===== config.mk =====
export PLATFORM = sky130hd
export DESIGN_NAME = smallest_prime_factor_divide
export DESIGN_NICKNAME = d
export VERILOG_FILES = /design/src/sv/smpf_pkg.sv /design/src/sv/smpf_divider.sv /design/src/sv/smallest_prime_factor_divide.sv
export SDC_FILE = /design/constraint.sdc
export NUM_CORES = 1
export LEC_CHECK = 0
export BUFFER_PORTS_ARGS = -buffer_cell sky130_fd_sc_hd__buf_4
export CORE_ASPECT_RATIO = 0.75
export CORE_MARGIN = 2
export CORE_UTILIZATION = 55
export DETAILED_ROUTE_END_ITERATION = 10
export PLACE_DENSITY = 0.75
export SLEW_MARGIN = 40
export SYNTH_ARGS = -nofsm -noshare
export SYNTH_HDL_FRONTEND = slang
export SYNTH_SLANG_ARGS = --single-unit

===== constraint.sdc =====
create_clock -name clk_i -period 7.3 [get_ports clk_i]
set_clock_uncertainty 0.05 [all_clocks]
set_input_delay 1.46 -clock clk_i [delete_from_list [all_inputs] [get_ports clk_i]]
set_output_delay 1.46 -clock clk_i [all_outputs]
set_load 0.01 [all_outputs]

===== src/sv/smpf_pkg.sv =====
// Package for the smallest prime factor divider.
// Holds the default value width and the state codes of the top-level sequencer.
// No dependencies.
`timescale 1ns / 1ps

package smpf_pkg;

  localparam int ValueWidthDef = 32;

  localparam int StateWidth = 2;
  localparam logic [StateWidth-1:0] StIdle = 2'd0;
  localparam logic [StateWidth-1:0] StDiv  = 2'd1;
  localparam logic [StateWidth-1:0] StPush = 2'd2;

endpackage


===== src/sv/smpf_divider.sv =====
// Bit-serial restoring divider: one quotient bit per cycle.
// Uses smpf_pkg for the default width. The divisor must stay stable while busy.
`timescale 1ns / 1ps

module smpf_divider import smpf_pkg::*; #(
  parameter int Width = ValueWidthDef
) (
  input  logic             clk_i,
  input  logic             rst_ni,
  input  logic             start_i,
  input  logic [Width-1:0] dividend_i,
  input  logic [Width-1:0] divisor_i,
  output logic             done_o,
  output logic [Width-1:0] quotient_o,
  output logic [Width-1:0] remainder_o
);

  localparam int CntWidth = $clog2(Width);
  localparam logic [CntWidth-1:0] LastCnt = CntWidth'(Width - 1);

  logic             busy_q;
  logic             done_q;
  logic [CntWidth-1:0] cnt_q;
  logic [Width-1:0] rem_q;
  logic [Width-1:0] quo_q;

  logic [Width:0] shifted;
  logic [Width:0] diff;
  logic           fits;

  // Bring down the next dividend bit and try to subtract the divisor.
  assign shifted = {rem_q, quo_q[Width-1]};
  assign diff    = shifted - {1'b0, divisor_i};
  assign fits    = ~diff[Width];

  always_ff @(posedge clk_i or negedge rst_ni) begin
    if (!rst_ni) begin
      busy_q <= 1'b0;
      done_q <= 1'b0;
      cnt_q  <= '0;
    end else begin
      done_q <= 1'b0;
      if (start_i) begin
        busy_q <= 1'b1;
        cnt_q  <= '0;
      end else if (busy_q) begin
        cnt_q <= cnt_q + CntWidth'(1);
        if (cnt_q == LastCnt) begin
          busy_q <= 1'b0;
          done_q <= 1'b1;
        end
      end
    end
  end

  always_ff @(posedge clk_i) begin
    if (start_i) begin
      rem_q <= '0;
      quo_q <= dividend_i;
    end else if (busy_q) begin
      rem_q <= fits ? diff[Width-1:0] : shifted[Width-1:0];
      quo_q <= {quo_q[Width-2:0], fits};
    end
  end

  assign done_o      = done_q;
  assign quotient_o  = quo_q;
  assign remainder_o = rem_q;

endmodule


===== src/sv/smallest_prime_factor_divide.sv =====
// Smallest prime factor divider. Takes a word n and returns n divided by its smallest
// prime factor p, together with p; n below 2 comes back unchanged with a factor of 0,
// and a prime n gives p = n and a quotient of 1. One word is worked on at a time.
// Even words and words below 2 skip the divider and go straight to the push state. Odd
// words go through trial division by 3, 5, 7, ... in the bit-serial divider, one
// candidate after the other; a 32-bit prime near the top of the range needs about
// 32768 candidates. A finished result sits in the output register, so the next word
// is taken while it waits. Depends on smpf_pkg and smpf_divider.
`timescale 1ns / 1ps

module smallest_prime_factor_divide import smpf_pkg::*; #(
  parameter int VALUE_WIDTH = ValueWidthDef
) (
  input  logic                   clk_i,
  input  logic                   rst_ni,
  input  logic                   in_valid_i,
  output logic                   in_ready_o,
  input  logic [VALUE_WIDTH-1:0] value_i,
  output logic                   out_valid_o,
  input  logic                   out_ready_i,
  output logic [VALUE_WIDTH-1:0] quotient_o,
  output logic [VALUE_WIDTH-1:0] smallest_factor_o
);

  localparam logic [VALUE_WIDTH-1:0] One = VALUE_WIDTH'(1);
  localparam logic [VALUE_WIDTH-1:0] Two = VALUE_WIDTH'(2);
  localparam logic [VALUE_WIDTH-1:0] Three = VALUE_WIDTH'(3);

  logic [StateWidth-1:0]  state_q, state_d;
  logic [VALUE_WIDTH-1:0] n_q, n_d;
  logic [VALUE_WIDTH-1:0] cand_q, cand_d;
  logic [VALUE_WIDTH-1:0] res_q, res_d;
  logic                   out_valid_q, out_valid_d;
  logic [VALUE_WIDTH-1:0] quot_out_q, quot_out_d;
  logic [VALUE_WIDTH-1:0] fac_out_q, fac_out_d;

  logic                   in_fire;
  logic                   div_start;
  logic                   div_done;
  logic [VALUE_WIDTH-1:0] div_quot;
  logic [VALUE_WIDTH-1:0] div_rem;
  logic                   out_free;

  smpf_divider #(
    .Width(VALUE_WIDTH)
  ) u_divider (
    .clk_i      (clk_i),
    .rst_ni     (rst_ni),
    .start_i    (div_start),
    .dividend_i (n_d),
    .divisor_i  (cand_d),
    .done_o     (div_done),
    .quotient_o (div_quot),
    .remainder_o(div_rem)
  );

  assign in_ready_o = (state_q == StIdle);
  assign in_fire    = in_valid_i && in_ready_o;
  assign out_free   = !out_valid_q || out_ready_i;

  always_comb begin
    state_d     = state_q;
    n_d         = n_q;
    cand_d      = cand_q;
    res_d       = res_q;
    out_valid_d = out_valid_q && !out_ready_i;
    quot_out_d  = quot_out_q;
    fac_out_d   = fac_out_q;
    div_start   = 1'b0;
    unique case (state_q)
      StIdle: begin
        if (in_fire) begin
          n_d = value_i;
          priority if (value_i < Two) begin
            res_d   = value_i;
            cand_d  = '0;
            state_d = StPush;
          end else if (!value_i[0]) begin
            res_d   = value_i >> 1;
            cand_d  = Two;
            state_d = StPush;
          end else begin
            cand_d    = Three;
            div_start = 1'b1;
            state_d   = StDiv;
          end
        end
      end
      StDiv: begin
        if (div_done) begin
          // The loop runs only while the candidate is at most n / candidate.
          priority if (cand_q > div_quot) begin
            res_d   = One;
            cand_d  = n_q;
            state_d = StPush;
          end else if (div_rem == '0) begin
            res_d   = div_quot;
            state_d = StPush;
          end else begin
            cand_d    = cand_q + Two;
            div_start = 1'b1;
          end
        end
      end
      StPush: begin
        if (out_free) begin
          out_valid_d = 1'b1;
          quot_out_d  = res_q;
          fac_out_d   = cand_q;
          state_d     = StIdle;
        end
      end
      default: begin
        state_d = StIdle;
      end
    endcase
  end

  always_ff @(posedge clk_i or negedge rst_ni) begin
    if (!rst_ni) begin
      state_q     <= StIdle;
      out_valid_q <= 1'b0;
    end else begin
      state_q     <= state_d;
      out_valid_q <= out_valid_d;
    end
  end

  always_ff @(posedge clk_i) begin
    n_q        <= n_d;
    cand_q     <= cand_d;
    res_q      <= res_d;
    quot_out_q <= quot_out_d;
    fac_out_q  <= fac_out_d;
  end

  assign out_valid_o       = out_valid_q;
  assign quotient_o        = quot_out_q;
  assign smallest_factor_o = fac_out_q;

  // Trial divisors are always odd while the divider is running.
  a_cand_odd: assert property (@(posedge clk_i) disable iff (!rst_ni)
    (state_q == StDiv) |-> cand_q[0])
    else $error("even trial divisor during division");

  // The divider only finishes while the sequencer waits for it.
  a_done_in_div: assert property (@(posedge clk_i) disable iff (!rst_ni)
    div_done |-> (state_q == StDiv))
    else $error("divider finished outside the division state");

  // Words below 2 skip the divider and report a factor of 0.
  a_small_word: assert property (@(posedge clk_i) disable iff (!rst_ni)
    (in_fire && (value_i < Two)) |=> ((state_q == StPush) && (cand_q == '0)))
    else $error("small word not passed straight through");

  // A finished result waits while the output register is still occupied.
  a_push_hold: assert property (@(posedge clk_i) disable iff (!rst_ni)
    ((state_q == StPush) && out_valid_q && !out_ready_i) |=> (state_q == StPush))
    else $error("result dropped while output stalled");

  // Loading the output register always raises its valid flag.
  a_push_load: assert property (@(posedge clk_i) disable iff (!rst_ni)
    ((state_q == StPush) && out_free) |=> (out_valid_q && (state_q == StIdle)))
    else $error("result not delivered to output register");

endmodule


After elaboration in Yosys (flattened, before gate mapping). Cells that the tools add are included.

$add $sub $neg: 3. Multipliers: 0. Div/mod/pow operators: 0. Order comparisons: 2. Equal/unequal tests: 8. Shift-type cells: 0. Mux-type cells: 44. Bitwise gates (word level): 1. Reductions and logical operators: 12.

Operators by type and width (number): 32-bit 2-to-1 mux (15); 32-bit one-hot mux with 2 select lines (2); 33-bit by 32-bit subtractor with 33-bit output (1); 32-bit by 2-bit adder with 32-bit output, second input constant (1); 32-bit greater-than comparator (1); 32-bit zero test (1); 32-bit by 2-bit less-than comparator with 1-bit output, second input constant (1); 2-bit 2-to-1 mux (8); 1-bit 2-to-1 mux (15); 5-bit 2-to-1 mux (2); 2-bit one-hot mux with 3 select lines (1); 5-bit by 1-bit adder with 5-bit output, second input constant (1); 5-bit == test, second input constant (1); 5-bit AND reduction (1); 2-bit by 1-bit inequality test with 1-bit output, second input constant (2); 4-bit AND reduction (1); 2-bit nonzero test (2); 3-bit by 2-bit inequality test with 1-bit output, second input constant (1); 3-bit inequality test, second input constant (1); 2-bit by 1-bit == test with 1-bit output, second input constant (1); 2-bit == test, second input constant (1); 1-bit logical AND (2); 1-bit zero test (2); 2-bit zero test (1); 5 further kinds (5).

Bits in registers: 234. Bits in latches: 0. Bits in writable memories: 0. ROM bits: 0. Bits of input ports: 36. Output and inout port bits: 66. Logic and storage cells: 82. Memories: 0.

Logic depth before layout (Yosys ltp).
Depth after elaboration: 9. Mapped depth: 28. Gate-level depth less buffers: 25.

Modules after synthesis. A second synthesis with hierarchy kept.

Cell total of the unflattened synthesis: 1249. Area, all modules: 12502.0 µm².

Modules (own cells, without submodules): smallest_prime_factor_divide (instances 1, cells each 731, area an instance 7596.0 µm², seq. area each 4239.1 µm²); smpf_divider (instances 1, cells each 518, area an instance 4906.0 µm², seq. area each 1776.7 µm²).

Least setup slack after synthesis. No wires, ideal clock.

Path type: input to register. Start point: in in_valid_i. End point: reg u_divider.rem_q[11], in the netlist u_divider.remainder_o[11]. Library setup time: 0.120 ns. Arrival time: 5.484 ns. Data required time: 7.130 ns. Setup slack: 1.646 ns. Cell stages on the path: 23. Path buffers: 3. Path through: nor2_1 -> or2_2 -> clkbuf_1 -> nor2_1 -> nand2_1 -> nor2_1 -> a31oi_1 -> o22ai_1 -> ha_1 -> inv_1 -> fa_1 -> a211oi_1 -> o21ai_1 -> o2111ai_1 -> a21oi_1 -> o31ai_1 -> o21ai_2 -> xor2_1 -> buf_4 -> buf_1 -> nand2_1 -> o211ai_1 -> a21oi_1.

Cells in the longest elaborated chain, start to end: 5. Elaborated cells between the ends (all ways): 7. Those cells by class: 1 x add/sub; 5 x mux; 1 x reduce/logical.

Ends and longest elaborated chain: from (decl) (RTL line smallest_prime_factor_divide.sv:16) `input logic in_valid_i,`; 1-bit logical AND (RTL line smallest_prime_factor_divide.sv:58) `assign in_fire = in_valid_i && in_ready_o;`; 32-bit 2-to-1 mux (RTL line smallest_prime_factor_divide.sv:72) `if (in_fire) begin`; 32-bit one-hot mux with 2 select lines (RTL line smallest_prime_factor_divide.sv:70) `unique case (state_q)`; net cand_d[0] (RTL line smallest_prime_factor_divide.sv:31) `logic [VALUE_WIDTH-1:0] cand_q, cand_d;`; 33-bit by 32-bit subtractor with 33-bit output (RTL line smpf_divider.sv:33) `assign diff = shifted - {1'b0, divisor_i};`; 32-bit 2-to-1 mux (RTL line smpf_divider.sv:61) `rem_q <= fits ? diff[Width-1:0] : shifted[Width-1:0];`; to (signal assigned) (RTL line smpf_divider.sv:61); to (decl) (RTL line smpf_divider.sv:24) `logic [Width-1:0] rem_q;`.

The timed path passes the listed nets, and every way through them passes these cells. A chain may end at the register's enable or synchronous reset.

Worst setup path in the final report.
Start point: reg cand_q[27]. End point: reg u_divider.rem_q[4], in the netlist u_divider.remainder_o[4].

Cells in the longest elaborated chain, start to end: 7. Elaborated cells between the ends (all ways): 12. Those cells by class: 2 x add/sub; 1 x order compare; 9 x mux.

Ends and longest elaborated chain: from (decl) (RTL line smallest_prime_factor_divide.sv:31); from (signal assigned) (RTL line smallest_prime_factor_divide.sv:131) `cand_q <= cand_d;`; 32-bit by 2-bit adder with 32-bit output (RTL line smallest_prime_factor_divide.sv:100) `cand_d = cand_q + Two;`; 32-bit 2-to-1 mux (RTL line smallest_prime_factor_divide.sv:96) `end else if (div_rem == '0) begin`; 32-bit 2-to-1 mux (RTL line smallest_prime_factor_divide.sv:92) `priority if (cand_q > div_quot) begin`; 32-bit 2-to-1 mux (RTL line smallest_prime_factor_divide.sv:90) `if (div_done) begin`; 32-bit one-hot mux with 2 select lines (RTL line smallest_prime_factor_divide.sv:70); 33-bit by 32-bit subtractor with 33-bit output (RTL line smpf_divider.sv:33); 32-bit 2-to-1 mux (RTL line smpf_divider.sv:61).

Parallel ways exist; a longest one is shown, timed or not.

==> out/results.ini <==
[timing]
hold_violations=0
holdWs_ns=0.3699
worstMarginPinSlew_ns=0.7907
slew_headroom_pct=47.29
setup_violations=0
final.setup.tns_ns=0
drv_slew=0
rsz0062_at_grt=no
fin_crit_sh_pct=92.09
fin_crit_ns=6.723
max_freq_mhz=148.7

[setup_path]
reg2reg_depth=23
crit_fanout=24
cp-end-kind=flip-flop
path_buf_inv=2
critPathKind=flip-flop to flip-flop
r2r_start=cand_q[27]$_DFF_P_
critPathLaunchType=flip-flop
rr_endpoint=u_divider.remainder_o[4]$_SDFFE_PP0P_
r2r_slack_ns=0.58
path_cells=ha_1 > nand4_1 > or2_2 > nor3_1 > nand3_1 > nand2_1 > a2bb2oi_4 > buf_4 > nand2_1 > o21a_1 > a21oi_1 > or2_2 > ha_1 > a211oi_1 > o21ai_1 > o2111ai_1 > a21oi_1 > o31ai_1 > o21ai_2 > xor2_4 > buf_12 > mux2i_1 > a211oi_1
critPathMaxStageDelay_ns=0.58
crit_family=compound AO/OA/AOI/OAI gates
slowest_stage=xor2_4
arrival_ns=7.04
required_ns=7.61

[synth]
ys.flop_type=edfxtp_1
synth_edf_count=128
syn_nets=1406
synth-seq-area-share_pct=48.15
synthCells=1302
yosysWarnings=0
synth_seq_cells=234
async_reset_ff_share_pct=4.274
netlist-cell-type-count=71
syn_area_um2=12490
syn_avg_cell_area_um2=9.596

[floorplan]
ios=102
die-area_um2=23950
die_y_um=134.5
core_region_area_um2=22170
rows=47
fp.dieW_um=178.0
initial_utilization_pct=56.36

[pwr]
clkPwrFrac_pct=19.0
switchingPower_mw=2.679
power_density_nw_per_um2=472.9
p_seq_share_pct=34.6
switching_share_pct=39.11
p_leak_nw=6.087
vdd_drop_max_uv=259.4
intPower_mw=4.170
combPwrFrac_pct=46.4

[cells_and_area]
drive_gt1_share_pct=15.37
multiInputGateArea_um2=6066
nets=1491
synthToLayoutAreaGrowth_pct=15.91
fillCellCount=1746
antennaDiodeCount=0
regArea_um2=6017

[outcome]
status=finished, final reports clean

[global_route]
antenna_found_initial=0
grt_pass1_vias=9816
grt_overflow_total=0
track_usage_pct=28.56
grt_pass1_wl_mm=53.45
grt_max_degree=74

[drt]
vias=10450
drc=0
drtAntennaViolNets=0
first_pass_iters=6
wl_mm=34.17
dr.first_iter.drc_count=1175
via_per_inst=6.152
detail_route.wl_per_cell_um=20.11

[flow_run]
cap_viol_max_count=0

[clock_network]
hold_buffers=0
cts_tree=yes
cts_buffer_depth=3
cts_inserted_buffers=24
clockRootBuffer=clkbuf_16
cts_resized=0
clkSlewWorstSetupHoldPaths_ns=0.06
clock_latency_ns=0.53
htree_levels=1
post_cts_buffers=0
cts_sinks=234

[worst_hold_path]
min_path_cells=0
hp-class=flip-flop to flip-flop
holdPathEnd=quotient_o[2]$_DFFE_PP_
hp-start=res_q[2]$_DFFE_PP_

[place]
dp_hpwl_mm=24.25
gp_routability_congestion=0.9407
port_buffers=101

[worst max-delay path by stage]
| stage | startpoint | endpoint | slack [ns] | cells past startpoint |
|---|---|---|---|---|
| floorplan | in_valid_i | u_divider.remainder_o[11]$_SDFFE_PP0P_ | 1.65 | 23 |
| global placement | cand_q[5]$_DFF_P_ | u_divider.remainder_o[4]$_SDFFE_PP0P_ | 0.70 | 23 |
| detailed placement | u_divider.quotient_o[31]$_DFFE_PP_ | u_divider.remainder_o[15]$_SDFFE_PP0P_ | 0.74 | 24 |
| CTS | cand_q[27]$_DFF_P_ | u_divider.remainder_o[4]$_SDFFE_PP0P_ | 0.69 | 23 |
| global route | u_divider.quotient_o[31]$_DFFE_PP_ | u_divider.remainder_o[14]$_SDFFE_PP0P_ | 0.11 | 24 |
| finish | cand_q[27]$_DFF_P_ | u_divider.remainder_o[4]$_SDFFE_PP0P_ | 0.58 | 23 |
[worst register-to-register path: stages, from the launching register on]
cell and delay (ns):
dfxtp_1 0.41, ha_1 0.38, nand4_1 0.14, or2_2 0.32, nor3_1 0.36, nand3_1 0.22, nand2_1 0.17, a2bb2oi_4 0.34
buf_4 0.30, nand2_1 0.27, o21a_1 0.27, a21oi_1 0.16, or2_2 0.13, ha_1 0.26, a211oi_1 0.30, o21ai_1 0.19
o2111ai_1 0.27, a21oi_1 0.20, o31ai_1 0.45, o21ai_2 0.20, xor2_4 0.58, buf_12 0.28, mux2i_1 0.23, a211oi_1 0.09
[synth_stat cells (12+ instances only)]
library cell | number | area, µm²
a211oi_1 | 32 | 240.2
a21o_1 | 33 | 247.7
a21oi_1 | 87 | 435.4
a31oi_1 | 13 | 81.33
and3_1 | 13 | 81.33
buf_2 | 13 | 65.06
clkbuf_1 | 39 | 146.4
dfxtp_1 | 96 | 1922
edfxtp_1 | 128 | 3844
ha_1 | 67 | 838.3
inv_1 | 65 | 244.0
mux2_2 | 32 | 360.4
mux2i_1 | 30 | 300.3
nand2_1 | 187 | 701.9
nand2b_1 | 15 | 93.84
nand3_1 | 31 | 155.2
nand4_1 | 19 | 118.9
nor2_1 | 110 | 412.9
nor4_1 | 16 | 100.1
o211ai_1 | 12 | 90.09
o21ai_0 | 83 | 415.4
o31ai_1 | 16 | 120.1
xnor2_1 | 19 | 166.4
xor2_1 | 15 | 131.4
[flip-flops by register name, indices dropped and copies added (netlist names)]
signal                 cells
out_valid_o                1
n_q                       32
smallest_factor_o         32
u_divider.remainder_o     32
quotient_o                32
res_q                     32
state_q                    2
u_divider.done_o           1
cand_q                    32
u_divider.quotient_o      32
u_divider.busy_q           1
u_divider.cnt_q            5
[cells by family (layout without fill, tap and decap cells)]
logic type                 after synthesis  after routing  share of synthesized area, %
buffers and inverters                  125            228                         3.945
adders and majority gates               68             68                         6.870
muxes                                   62             62                         5.287
AOI/OAI and AO/OA                      344            344                         17.82
and+or+nand+nor                        435            435                         15.55
xor gates and xnor gates                34             34                         2.383
DFF                                    234            234                         48.15
[metal layers]
metal  part of all wire, %  global-route usage [%]  vias up
met4                   2.4                   7.969        0
met2                    45                   44.01      502
met3                   9.2                   3.857       71
met5                     0                       0        -
li1                      -                       -     4918
met1                    44                   42.31     4962
[metrics by stage]
step / instances / power (mW) / setup slack [ns] / util (%) / instance area (µm²)
final: 1699 / 6.849 / 0.5773 / 65.33 / 14480
after global routing: 1699 / 7.280 / 0.1088 / 65.33 / 14480
after CTS: 1699 / 6.820 / 0.6921 / 65.33 / 14480
after detailed placement: 1655 / 5.495 / 0.7416 / 61.54 / 13640
after global placement: 1653 / 5.383 / 0.7046 / 61.30 / 13590
after floorplan: 1302 / 4.587 / 1.646 / - / 12490
[area by class of cell]
type,instances,area share [%]
flip-flops and latches,234,41.55
repair buffers,119,6.557
inverters,65,1.685
clock inverters,12,1.011
well taps,294,2.540
clock buffers,32,4.778
multi-input cells,943,41.88
[power by group through the flow]
stage	clock network, mW	registers [mW]	logic (mW)
floorplan	0	2.32	2.26
global placement	0	2.37	3.01
detailed placement	0	2.38	3.11
CTS	1.31	2.36	3.14
global route	1.36	2.42	3.50
finish	1.30	2.37	3.18
[cell usage in the layout, fill, tap and decap left out, types with 33 or more instances in the layout]
cell type	instances
nor2_1	108
a21oi_1	86
nand2_1	187
buf_4	114
dfxtp_1	96
inv_1	65
ha_1	67
o21ai_0	83
a21o_1	33
edfxtp_1	128
(Power assumes the default switching activity.)
